<file path="src/rtl/tkpc_pkg.sv">
// shared types, codes and reset values for the two-key press classifier
`default_nettype none
package tkpc_pkg;

	localparam int CountW   = 8;
	localparam int CfgW     = 8;
	localparam int CfgIdxW  = 3;
	localparam int ActionW  = 3;

	localparam logic [CountW-1:0] CountMax = '1;

	// register reset values
	localparam logic [CfgW-1:0] ShortPressTickRst   = 8'd2;
	localparam logic [CfgW-1:0] ReleaseCheckTickRst = 8'd4;
	localparam logic [CfgW-1:0] LongPressTicksRst   = 8'd30;
	localparam logic [CfgW-1:0] ReleaseHoldTicksRst = 8'd2;

	typedef enum logic [CfgIdxW-1:0] {
		REG_SHORT_PRESS_TICK   = 3'd0,
		REG_RELEASE_CHECK_TICK = 3'd1,
		REG_LONG_PRESS_TICKS   = 3'd2,
		REG_RELEASE_HOLD_TICKS = 3'd3
	} reg_idx_t;

	typedef enum logic [ActionW-1:0] {
		ACT_TICK       = 3'd0,
		ACT_TAKE_HELP  = 3'd1,
		ACT_TAKE_BATT  = 3'd2,
		ACT_ACK_LONG   = 3'd3,
		ACT_DIS_DOUBLE = 3'd4
	} action_t;

	typedef struct packed {
		logic [CfgW-1:0] short_press_tick;
		logic [CfgW-1:0] release_check_tick;
		logic [CfgW-1:0] long_press_ticks;
		logic [CfgW-1:0] release_hold_ticks;
	} cfg_t;

	typedef struct packed {
		logic [CountW-1:0] count;
		logic              held;
		logic              deliver_ok;
		logic              short_latch;
		logic              long_latch;
	} key_state_t;

	typedef struct packed {
		logic [ActionW-1:0] action;
		logic               help_pressed;
		logic               batt_pressed;
		logic               module_on;
	} item_t;

	typedef struct packed {
		logic key_taken;
		logic help_long;
		logic batt_long;
		logic power_down_request;
		logic help_short_pending;
		logic batt_short_pending;
	} result_t;

endpackage
`default_nettype wire

</file>
<file path="src/rtl/tkpc_if.sv">
// valid/ready channel interfaces for input and result words
`default_nettype none
interface tkpc_in_if;
	logic                          valid;
	logic                          ready;
	logic [tkpc_pkg::ActionW-1:0]  action;
	logic                          help_pressed;
	logic                          batt_pressed;
	logic                          module_on;

	modport source (output valid, action, help_pressed, batt_pressed, module_on, input ready);
	modport sink   (input valid, action, help_pressed, batt_pressed, module_on, output ready);
endinterface

interface tkpc_out_if;
	logic valid;
	logic ready;
	logic key_taken;
	logic help_long;
	logic batt_long;
	logic power_down_request;
	logic help_short_pending;
	logic batt_short_pending;

	modport source (output valid, key_taken, help_long, batt_long, power_down_request,
		help_short_pending, batt_short_pending, input ready);
	modport sink   (input valid, key_taken, help_long, batt_long, power_down_request,
		help_short_pending, batt_short_pending, output ready);
endinterface
`default_nettype wire

</file>
<file path="src/rtl/tkpc_key.sv">
// per-key tick logic: counter, long-press hold, short and long latches
`default_nettype none
module tkpc_key (
	input  wire logic                 pressed,
	input  wire logic                 other_pressed,
	input  wire logic                 gate_long,
	input  wire tkpc_pkg::cfg_t       cfg,
	input  wire tkpc_pkg::key_state_t cur,
	output tkpc_pkg::key_state_t      nxt
);

	logic [tkpc_pkg::CountW-1:0] count_inc;

	// saturating increment
	assign count_inc = (cur.count != tkpc_pkg::CountMax) ? cur.count + 1'b1 : cur.count;

	// long check first, then short, then release check
	always_comb begin
		nxt = cur;
		if (pressed) begin
			if (!cur.held) begin
				nxt.count = count_inc;
				if (count_inc > cfg.long_press_ticks) begin
					nxt.held  = 1'b1;
					nxt.count = '0;
					if (!(gate_long && other_pressed)) begin
						nxt.long_latch = 1'b1;
					end
				end else if (count_inc == cfg.short_press_tick) begin
					nxt.deliver_ok  = 1'b0;
					nxt.short_latch = 1'b1;
				end else if (count_inc == cfg.release_check_tick && !other_pressed) begin
					nxt.deliver_ok = 1'b1;
				end
			end else begin
				nxt.count = '0;
			end
		end else begin
			if (cur.held) begin
				nxt.count = count_inc;
				if (count_inc > cfg.release_hold_ticks) begin
					nxt.held       = 1'b0;
					nxt.count      = '0;
					nxt.deliver_ok = 1'b1;
				end
			end else begin
				nxt.count = '0;
			end
		end
	end

endmodule
`default_nettype wire

</file>
<file path="src/rtl/tkpc_core.sv">
// classifier state registers and the single-pass update for one word
`default_nettype none
module tkpc_core (
	input  wire logic           clk,
	input  wire logic           arst_n,
	input  wire logic           step,
	input  wire tkpc_pkg::item_t item,
	input  wire tkpc_pkg::cfg_t  cfg,
	output tkpc_pkg::result_t    result
);

	tkpc_pkg::key_state_t help_q, batt_q;
	tkpc_pkg::key_state_t help_tick, batt_tick;
	tkpc_pkg::key_state_t help_nxt, batt_nxt;
	logic double_dis_q, double_dis_nxt;
	logic pwr_down_q, pwr_down_nxt;
	logic taken;

	// tick update of each key
	tkpc_key u_help (
		.pressed       (item.help_pressed),
		.other_pressed (item.batt_pressed),
		.gate_long     (1'b1),
		.cfg           (cfg),
		.cur           (help_q),
		.nxt           (help_tick)
	);

	tkpc_key u_batt (
		.pressed       (item.batt_pressed),
		.other_pressed (item.help_pressed),
		.gate_long     (1'b0),
		.cfg           (cfg),
		.cur           (batt_q),
		.nxt           (batt_tick)
	);

	// action decode and next state
	always_comb begin
		help_nxt       = help_q;
		batt_nxt       = batt_q;
		double_dis_nxt = double_dis_q;
		pwr_down_nxt   = pwr_down_q;
		taken          = 1'b0;
		case (tkpc_pkg::action_t'(item.action))
			tkpc_pkg::ACT_TICK: begin
				help_nxt = help_tick;
				batt_nxt = batt_tick;
				if (help_tick.held && batt_tick.held) begin
					if (!batt_tick.deliver_ok) batt_nxt.short_latch = 1'b0;
					if (!help_tick.deliver_ok) help_nxt.short_latch = 1'b0;
					if (!double_dis_q && item.module_on) pwr_down_nxt = 1'b1;
				end
				if (help_tick.deliver_ok && batt_tick.deliver_ok) begin
					double_dis_nxt = 1'b0;
				end
			end
			tkpc_pkg::ACT_TAKE_HELP: begin
				if (help_q.short_latch && help_q.deliver_ok) begin
					taken                = 1'b1;
					help_nxt.short_latch = 1'b0;
				end
			end
			tkpc_pkg::ACT_TAKE_BATT: begin
				if (batt_q.short_latch && batt_q.deliver_ok) begin
					taken                = 1'b1;
					batt_nxt.short_latch = 1'b0;
				end
			end
			tkpc_pkg::ACT_ACK_LONG: begin
				help_nxt.long_latch = 1'b0;
				batt_nxt.long_latch = 1'b0;
				pwr_down_nxt        = 1'b0;
			end
			tkpc_pkg::ACT_DIS_DOUBLE: begin
				double_dis_nxt = 1'b1;
			end
			default: begin
			end
		endcase
	end

	// state registers
	always_ff @(posedge clk or negedge arst_n) begin
		if (!arst_n) begin
			help_q       <= '{count: '0, held: 1'b0, deliver_ok: 1'b1,
				short_latch: 1'b0, long_latch: 1'b0};
			batt_q       <= '{count: '0, held: 1'b0, deliver_ok: 1'b1,
				short_latch: 1'b0, long_latch: 1'b0};
			double_dis_q <= 1'b0;
			pwr_down_q   <= 1'b0;
		end else if (step) begin
			help_q       <= help_nxt;
			batt_q       <= batt_nxt;
			double_dis_q <= double_dis_nxt;
			pwr_down_q   <= pwr_down_nxt;
		end
	end

	// result shows state after the action
	assign result = '{
		key_taken:          taken,
		help_long:          help_nxt.long_latch,
		batt_long:          batt_nxt.long_latch,
		power_down_request: pwr_down_nxt,
		help_short_pending: help_nxt.short_latch,
		batt_short_pending: batt_nxt.short_latch
	};

endmodule
`default_nettype wire

</file>
<file path="src/rtl/two_key_press_classifier.sv">
// top level of the two-key press classifier: input stage, core, result register
//
//   channel  dir  handshake          payload
//   in_ch    in   valid/ready        action, help_pressed, batt_pressed, module_on
//   out_ch   out  valid/ready        key_taken, help_long, batt_long,
//                                    power_down_request, help/batt_short_pending
//   cfg      in   cfg_we (no stall)  cfg_index, cfg_wdata
//
// A word passes from acceptance to result via the input register, then the
// state update feeding the result register. One word per cycle is sustained
// while out_ch.ready holds. A stalled result register holds the input stage,
// which then drops in_ch.ready only when it is occupied. Reset clears all
// control state and loads the register defaults; no clearing pass is needed.
`default_nettype none
module two_key_press_classifier (
	input  wire logic                          clk,
	input  wire logic                          arst_n,
	tkpc_in_if.sink                            in_ch,
	tkpc_out_if.source                         out_ch,
	input  wire logic                          cfg_we,
	input  wire logic [tkpc_pkg::CfgIdxW-1:0]  cfg_index,
	input  wire logic [tkpc_pkg::CfgW-1:0]     cfg_wdata
);

	tkpc_pkg::cfg_t    cfg_q;
	tkpc_pkg::item_t   item_s1;
	tkpc_pkg::result_t result_comb;
	tkpc_pkg::result_t result_q;
	logic valid_s1;
	logic out_valid_q;
	logic advance;
	logic in_fire;

	// configuration registers
	always_ff @(posedge clk or negedge arst_n) begin
		if (!arst_n) begin
			cfg_q.short_press_tick   <= tkpc_pkg::ShortPressTickRst;
			cfg_q.release_check_tick <= tkpc_pkg::ReleaseCheckTickRst;
			cfg_q.long_press_ticks   <= tkpc_pkg::LongPressTicksRst;
			cfg_q.release_hold_ticks <= tkpc_pkg::ReleaseHoldTicksRst;
		end else if (cfg_we) begin
			case (tkpc_pkg::reg_idx_t'(cfg_index))
				tkpc_pkg::REG_SHORT_PRESS_TICK:   cfg_q.short_press_tick   <= cfg_wdata;
				tkpc_pkg::REG_RELEASE_CHECK_TICK: cfg_q.release_check_tick <= cfg_wdata;
				tkpc_pkg::REG_LONG_PRESS_TICKS:   cfg_q.long_press_ticks   <= cfg_wdata;
				tkpc_pkg::REG_RELEASE_HOLD_TICKS: cfg_q.release_hold_ticks <= cfg_wdata;
				default: begin
				end
			endcase
		end
	end

	// handshake control
	assign advance     = valid_s1 && (!out_valid_q || out_ch.ready);
	assign in_ch.ready = !valid_s1 || advance;
	assign in_fire     = in_ch.valid && in_ch.ready;

	// input stage
	always_ff @(posedge clk or negedge arst_n) begin
		if (!arst_n) begin
			valid_s1 <= 1'b0;
		end else if (in_ch.ready) begin
			valid_s1 <= in_ch.valid;
		end
	end

	always_ff @(posedge clk) begin
		if (in_fire) begin
			item_s1 <= '{action: in_ch.action, help_pressed: in_ch.help_pressed,
				batt_pressed: in_ch.batt_pressed, module_on: in_ch.module_on};
		end
	end

	// state update
	tkpc_core u_core (
		.clk    (clk),
		.arst_n (arst_n),
		.step   (advance),
		.item   (item_s1),
		.cfg    (cfg_q),
		.result (result_comb)
	);

	// result register
	always_ff @(posedge clk or negedge arst_n) begin
		if (!arst_n) begin
			out_valid_q <= 1'b0;
		end else if (advance) begin
			out_valid_q <= 1'b1;
		end else if (out_ch.ready) begin
			out_valid_q <= 1'b0;
		end
	end

	always_ff @(posedge clk) begin
		if (advance) begin
			result_q <= result_comb;
		end
	end

	assign out_ch.valid              = out_valid_q;
	assign out_ch.key_taken          = result_q.key_taken;
	assign out_ch.help_long          = result_q.help_long;
	assign out_ch.batt_long          = result_q.batt_long;
	assign out_ch.power_down_request = result_q.power_down_request;
	assign out_ch.help_short_pending = result_q.help_short_pending;
	assign out_ch.batt_short_pending = result_q.batt_short_pending;

	// an empty input stage always takes a word
	a_ready_when_empty: assert property (@(posedge clk) disable iff (!arst_n)
		!valid_s1 |-> in_ch.ready)
		else $error("input stage empty but not ready");

	// an accepted word reaches the input stage
	a_accept_loads_s1: assert property (@(posedge clk) disable iff (!arst_n)
		in_fire |=> valid_s1)
		else $error("accepted word lost before input stage");

	// a processed word always shows up as a result
	a_advance_gives_result: assert property (@(posedge clk) disable iff (!arst_n)
		advance |=> out_valid_q)
		else $error("processed word did not reach result register");

endmodule
`default_nettype wire
</file>
<file path="src/flat_wrapper.sv">
// flat-port wrapper written by rule: the top's interface ports become plain ports
module two_key_press_classifier_flat 
  (clk, arst_n, cfg_we, cfg_index, cfg_wdata, in_ch_valid, in_ch_action, in_ch_help_pressed, in_ch_batt_pressed, in_ch_module_on, in_ch_ready, out_ch_valid, out_ch_key_taken, out_ch_help_long, out_ch_batt_long, out_ch_power_down_request, out_ch_help_short_pending, out_ch_batt_short_pending, out_ch_ready);
  tkpc_in_if in_ch_i ();
  tkpc_out_if out_ch_i ();
  input  wire logic clk;
  input  wire logic arst_n;
  input  wire logic cfg_we;
  input  wire logic [tkpc_pkg::CfgIdxW-1:0] cfg_index;
  input  wire logic [tkpc_pkg::CfgW-1:0] cfg_wdata;
  input wire logic [$bits(in_ch_i.valid)-1:0] in_ch_valid;
  input wire logic [$bits(in_ch_i.action)-1:0] in_ch_action;
  input wire logic [$bits(in_ch_i.help_pressed)-1:0] in_ch_help_pressed;
  input wire logic [$bits(in_ch_i.batt_pressed)-1:0] in_ch_batt_pressed;
  input wire logic [$bits(in_ch_i.module_on)-1:0] in_ch_module_on;
  output wire logic [$bits(in_ch_i.ready)-1:0] in_ch_ready;
  output wire logic [$bits(out_ch_i.valid)-1:0] out_ch_valid;
  output wire logic [$bits(out_ch_i.key_taken)-1:0] out_ch_key_taken;
  output wire logic [$bits(out_ch_i.help_long)-1:0] out_ch_help_long;
  output wire logic [$bits(out_ch_i.batt_long)-1:0] out_ch_batt_long;
  output wire logic [$bits(out_ch_i.power_down_request)-1:0] out_ch_power_down_request;
  output wire logic [$bits(out_ch_i.help_short_pending)-1:0] out_ch_help_short_pending;
  output wire logic [$bits(out_ch_i.batt_short_pending)-1:0] out_ch_batt_short_pending;
  input wire logic [$bits(out_ch_i.ready)-1:0] out_ch_ready;
  assign in_ch_i.valid = in_ch_valid;
  assign in_ch_i.action = in_ch_action;
  assign in_ch_i.help_pressed = in_ch_help_pressed;
  assign in_ch_i.batt_pressed = in_ch_batt_pressed;
  assign in_ch_i.module_on = in_ch_module_on;
  assign in_ch_ready = in_ch_i.ready;
  assign out_ch_valid = out_ch_i.valid;
  assign out_ch_key_taken = out_ch_i.key_taken;
  assign out_ch_help_long = out_ch_i.help_long;
  assign out_ch_batt_long = out_ch_i.batt_long;
  assign out_ch_power_down_request = out_ch_i.power_down_request;
  assign out_ch_help_short_pending = out_ch_i.help_short_pending;
  assign out_ch_batt_short_pending = out_ch_i.batt_short_pending;
  assign out_ch_i.ready = out_ch_ready;
  two_key_press_classifier u_core (.clk(clk), .arst_n(arst_n), .in_ch(in_ch_i), .out_ch(out_ch_i), .cfg_we(cfg_we), .cfg_index(cfg_index), .cfg_wdata(cfg_wdata));
endmodule
</file>
<file path="config.mk">
export PLATFORM = sky130hd
export DESIGN_NAME = two_key_press_classifier_flat
export DESIGN_NICKNAME = d
export VERILOG_FILES = /design/src/rtl/tkpc_pkg.sv /design/src/rtl/tkpc_if.sv /design/src/rtl/tkpc_key.sv /design/src/rtl/tkpc_core.sv /design/src/rtl/two_key_press_classifier.sv /design/src/flat_wrapper.sv
export SDC_FILE = /design/constraint.sdc
export NUM_CORES = 1
export LEC_CHECK = 0
export ABC_AREA = 1
export BUFFER_PORTS_ARGS = -buffer_cell sky130_fd_sc_hd__buf_2
export CAP_MARGIN = 20
export CORE_MARGIN = 3
export CORE_UTILIZATION = 30
export DETAILED_ROUTE_END_ITERATION = 10
export GPL_ROUTABILITY_DRIVEN = 1
export SYNTH_ARGS = -nofsm -noshare
export SYNTH_HDL_FRONTEND = slang
export SYNTH_HIERARCHICAL = 1
export SYNTH_SLANG_ARGS = --single-unit
</file>
<file path="constraint.sdc">
create_clock -name clk -period 3.44 [get_ports clk]
set_clock_uncertainty 0.1 [all_clocks]
set_input_delay 0.86 -clock clk [delete_from_list [all_inputs] [get_ports clk]]
set_output_delay 0.86 -clock clk [all_outputs]
set_load 0.005 [all_outputs]
</file>
* Word-level counts from Yosys, hierarchy flattened
Index checks and enable logic that the tools add are counted.
Operators by class: $add $sub $neg 2, order comparisons 4, eq/ne operators 14, muxes and demuxes 49, reductions and logical operators 26
Operators with widths (number):
- $mux 8 | 6
- $mux 10 | 4
- $eq 8x8->1 | 4
- $gt 8x8->1 | 4
- $mux 1 | 22
- $mux 9 | 2
- $add 8x1->8 const B | 2
- $ne 8x8->1 const B | 2
- $pmux 1 s2 | 7
- $eq 3x2->1 const B | 4
- $mux 2 | 6
- $reduce_and 2->1 | 5
- $logic_and 1x1->1 | 9
- $mux 4 | 2
- $eq 3x1->1 const B | 2
- $logic_not 3->1 | 2
- $logic_not 1->1 | 5
- $reduce_bool 2->1 | 2
- $eq 3x3->1 const B | 1
- $reduce_and 3->1 | 1
- $logic_or 1x1->1 | 2
- $ne 2x2->1 const B | 1
Word-level totals: bits in registers 72, input bits 22, output and inout bits 8, logic and storage cells 123

* Longest topological paths before layout
word-level depth 12, gate-level depth with buffers 25, mapped depth without buffers 25

* Modules after synthesis
Netlist, hierarchy kept.
By module, submodules not included:
- two_key_press_classifier | times used 1, cells each 169, area each 1795.5 µm², seq. area each 1219.9 µm²
- tkpc_core | times used 1, cells each 156, area each 1222.4 µm², seq. area each 653.1 µm²
- tkpc_key at u_core.u_core.u_batt | times used 1, cells each 225, area each 1169.9 µm², seq. area each 0.0 µm²
- tkpc_key at u_core.u_core.u_help | times used 1, cells each 213, area each 1169.9 µm², seq. area each 0.0 µm²

* Worst setup path before layout
Ideal clock, no wire load.
path type register to register, start register u_core/u_core/batt_q[4] (netlist bit), end register u_core.result_q (netlist bit u_core/out_ch.power_down_request) (data pin), setup time 0.251 ns, arrival time 2.847 ns, required time 3.089 ns, slack 0.242 ns, stages on the path, launching flop included 22, path buffers 2, clock period less this slack 3.198 ns, cell sequence dfrtp_1 > ha_1 > inv_1 > nor2_8 > nand2_4 > buf_6 > nand2_1 > ha_1 > nand2_1 > nor2_1 > nand2_1 > nor3_1 > nand2_1 > nand2_1 > nand2_1 > o21ai_1 > o21ai_0 > nand2_1 > nor2_1 > nand2_1 > a21boi_0 > buf_4
RTL lines:
- start: declaration | RTL line tkpc_core.sv:12 | tkpc_pkg::key_state_t help_q, batt_q;
- start signal: assignment | RTL line tkpc_core.sv:88 | batt_q <= '{count: '0, held: 1'b0, deliver_ok: 1'b1,
- start signal: assignment | RTL line tkpc_core.sv:94 | batt_q <= batt_nxt;
- end signal: assignment | RTL line two_key_press_classifier.sv:97 | result_q <= result_comb;
- end: declaration | RTL line two_key_press_classifier.sv:28 | tkpc_pkg::result_t result_q;

==> run_results.csv <==
group,metric,value,unit
power,p_leak,3.37,nW
layout,num_antenna_cells,0,
floorplan,placement_rows,48,
timing,min_period,3150,ps
cts,ctsRootBufferMaster,"clkbuf_16",
run_status,run_status,"finished clean",
timing,max_freq,0.318,GHz
drt,ant_nets,0,
drt,routed_via_density,4.68,
power,ir_worst_vdd,0.000233,V
layout,multiInputGateArea,0.00307,mm2
global_routing,grt_util_all_layers,15.2,%
drt,detail_route.drc_violations,0,
worst_hold_path,holdPathStages,2,
critical_path,timing.reg2reg.setup_slack,290,ps
yosys,syn_inst,763,
timing,grt_setup_unrepaired,"true",
floorplan,die_width,140,um
cts,numClockSinks,72,
drt,met2_wirelength,6.88,mm
drt,post_drt_wl_per_cell,13.9,um
global_routing,global_route_wire_length_before_repair,23.5,mm
drt,routedLengthMet1,6.61,mm
floorplan,start_util,30.8,%
critical_path,worst_ep_arrival_time,3140,ps
yosys,ys_seq_elements,72,
critical_path,worstPathRequired,3430,ps
critical_path,regToRegEndpoint,"u_core/out_ch.help_short_pending",
timing,worst_slew_pin_slew,757,ps
layout,syn2layout_area_growth,16.7,%
yosys,synth.cell_area,0.00536,mm2
power,internal-power,2.02,mW
yosys,synth_top_flop_cell,"dfrtp_1",
worst_hold_path,hold_path_startpoint,"u_core/valid_s1",
cts,tritoncts_clock_tree,"built",
run,max-cap-violations,0,
cts,cts_buffer_depth,2,
drt,detailedRoute.firstIterationViolations,344,
cts,cts.htree.levels,3,
drt,wl,14.5,mm
drt,route.met3.wl,657,um
critical_path,worst-r2r-cell-count,19,
timing,final_count_of_pins_violating_max_slew,0,
worst_hold_path,worst_hold_path_type,"reg -> reg",
yosys,asyncSetResetFlopFracSynth,83.3,%
power,power.density_cell_area,529,mW/mm2
critical_path,timing.setup.critical_path_class,"reg -> reg",
floorplan,design.die.area,0.0195,mm2
yosys,synth.net_count,815,
cts,cts_buffers,9,
yosys,yosysWarnings,6,
drt,dr.max_layer_used,"met4",
layout,layout.area.seq,0.00188,mm2
place,placedInstanceArea,0.00578,mm2
critical_path,crit_path_start_kind,"flip-flop",
cts,clock_latency_reported_for_the_late_side_of_the_worst_skew_pair,350,ps
critical_path,crit_end_element,"flip-flop",
drt,via_count,4884,
place,port-buffer-count,29,
global_routing,sum_of_overflow_across_all_layers_after_global_routing,0,
yosys,synth_seq_area_share,35.0,%
place,dp_hpwl,11.1,mm
yosys,post_synth_num_cell_types,40,
yosys,number_of_enable_type_register_cells_in_the_synthesized_netlist,12,
power,clock_power_share,25.8,%
cts,worst_setup_hold_path_clk_slew,50,ps
yosys,synth_area_per_cell,7.02,um2
layout,layout-drive-gt1-share,18.5,%
timing,finalCritPeriodShare,91.4,%
timing,timing.final.setup_violations,0,
timing,final.hold.worst_slack,376,ps
layout,fillerInstances,1876,
place,gp_routability_congestion,0.999,
power,p_switching,1.29,mW
layout,post-route-cell-area,0.00625,mm2
drt,dr.pass1.iters,5,
floorplan,core_area,0.0174,mm2
timing,finalHoldViolCount,0,
global_routing,maximum_number_of_pins_on_one_net_before_global_route_repair,31,
power,p_seq_share,37.3,%
global_routing,antenna_violations_before_repair,0,
power,combinationalPowerShare,36.9,%
layout,final_net_count,865,
critical_path,crit_fanout,5,
timing,slew_headroom,49.5,%
floorplan,die_height,140,um
power,switching_share,39.0,%
worst_hold_path,worst_hold_path.endpoint,"u_core/out_ch.valid",
floorplan,ios,30,
global_routing,via_count_of_the_first_global_routing_pass,4500,
critical_path,rr_startpoint,"u_core/u_core/help_q[4]",
-- layout make-up --
class | count | share of cell area [%]
multi-input cells | 563 | 49.1
well taps | 225 | 4.50
flip-flops and latches | 72 | 30.1
clock buffers | 13 | 4.00
clock inverters | 3 | 0.260
inverters | 119 | 7.22
repair buffers | 48 | 4.86
-- Yosys cell counts, drive strengths merged (2+ instances only) --
cell | instances | area (um2)
xor2 | 6 | 52.6
dfstp | 9 | 236
buf | 9 | 97.6
conb | 2 | 7.51
nand4 | 10 | 68.8
a21boi | 5 | 37.5
nor3 | 2 | 10.0
dfrtp | 51 | 1280
o21bai | 3 | 22.5
edfxtp | 12 | 360
nor2 | 56 | 328
xnor2 | 7 | 61.3
a21oi | 13 | 65.1
a21o | 2 | 16.3
nand2 | 316 | 1270
nand3b | 7 | 52.6
o21ai | 10 | 50.0
inv | 119 | 452
nand3 | 89 | 475
ha | 30 | 375
-- placed cells by master, fill, tap and decap left out, types with 4 or more instances in the layout --
cell,n
buf_2,29
a21boi_1,4
a21oi_1,13
inv_2,7
inv_1,111
nand4_1,9
dfstp_2,9
nand2_4,7
o21ai_1,6
ha_4,4
xor2_1,6
xnor2_1,6
nor2_8,4
nor2_4,7
clkbuf_16,9
nand2_2,25
nand2_1,284
dfrtp_2,5
dfrtp_1,46
nand3_1,84
ha_1,26
edfxtp_1,12
buf_4,17
nand3b_1,7
nor2_1,34
nor2_2,11
o21ai_0,4
-- layer usage --
metal	GRT usage, %	vias to the layer above
li1	-	2489
met1	20.1	2285
met2	24.7	89
met3	3.20	21
met4	5.30	0
met5	0	-
-- state kept, by name, summed over array words and instances (netlist names) --
| signal | count |
|---|---|
| u_core/cfg_q | 32 |
| u_core/u_core/batt_q | 12 |
| u_core/u_core/help_q | 12 |
| u_core/item_s1 | 6 |
| u_core/out_ch.batt_long | 1 |
| u_core/out_ch.batt_short_pending | 1 |
| u_core/out_ch.help_long | 1 |
| u_core/out_ch.help_short_pending | 1 |
| u_core/out_ch.key_taken | 1 |
| u_core/out_ch.power_down_request | 1 |
| u_core/out_ch.valid | 1 |
| u_core/u_core/double_dis_q | 1 |
| u_core/u_core/pwr_down_q | 1 |
| u_core/valid_s1 | 1 |
-- critical path, cell delays in order (launching register included) --
cell	delay, ps
dfrtp_2	450
ha_4	190
nand3_1	120
nand4_1	180
nand2_2	140
inv_1	70
ha_1	290
nand2_1	70
nor2_1	170
nand3_1	110
nor2_1	200
nand2_1	80
nand3_1	140
nand4_2	110
nand2_1	120
nand2_1	100
nor2_1	100
nor2_1	50
nand2_1	50
nand2_1	70
-- power by group through the flow --
stage	Sequential (mW)	Combinational (mW)	Clock, mW
6_report	1.23	1.22	0.854
5_1_grt	1.26	1.40	0.915
4_1_cts	1.22	1.11	0.884
3_5_place_dp	1.24	1.10	0
3_3_place_gp	1.24	1.10	0
2_1_floorplan	1.16	0.811	0
-- logic make-up after synthesis --
family                     count (synthesis)  share of synthesized area, %
buffers and inverters                    128                          10.3
and+or+nand+nor                          482                          41.4
xor gates and xnor gates                  13                          2.13
adders and majority gates                 30                          7.01
other                                      2                         0.140
DFF                                       72                          35.0
AOI/OAI and AO/OA                         36                          4.09
-- worst max path at each step --
stage / start / end / slack (ps) / cells after the start
after global routing: u_core/u_core/help_q[4] / u_core/u_core/help_q[1] / -20 / 24
after CTS: u_core/u_core/help_q[4] / u_core/out_ch.help_short_pending / 20 / 21
after floorplan: u_core/u_core/batt_q[4] / u_core/out_ch.power_down_request / 240 / 21
after global placement: u_core/u_core/help_q[4] / u_core/u_core/help_q[1] / 140 / 24
final: u_core/u_core/help_q[4] / u_core/out_ch.help_short_pending / 290 / 19
after detailed placement: u_core/u_core/help_q[4] / u_core/out_ch.help_short_pending / -20 / 21
-- what timing repair did --
item | in CTS | in global routing
setup buffers | 0 | 6
gates resized for setup | 1 | 41
setup endpoints to repair | 1 | 24
pin swaps | 0 | 11
hold buffers | 0 | 0
gates cloned | 0 | 0
-- stage by stage --
| step | TNS (ps) | power (mW) | cells | worst slack, ps | utilization, % |
|---|---|---|---|---|---|
| after floorplan | 0 | 1.98 | 763 | 242 | - |
| after global placement | 0 | 2.34 | 1021 | 136 | 33.2 |
| after detailed placement | -17.4 | 2.34 | 1021 | -17.4 | 33.2 |
| after CTS | 0 | 3.22 | 1037 | 21.6 | 34.8 |
| after global routing | -39.2 | 3.57 | 1043 | -18.1 | 35.9 |
| final | 0 | 3.31 | 1043 | 294 | 35.9 |
Note: power is estimated with default switching activity, not from simulation.
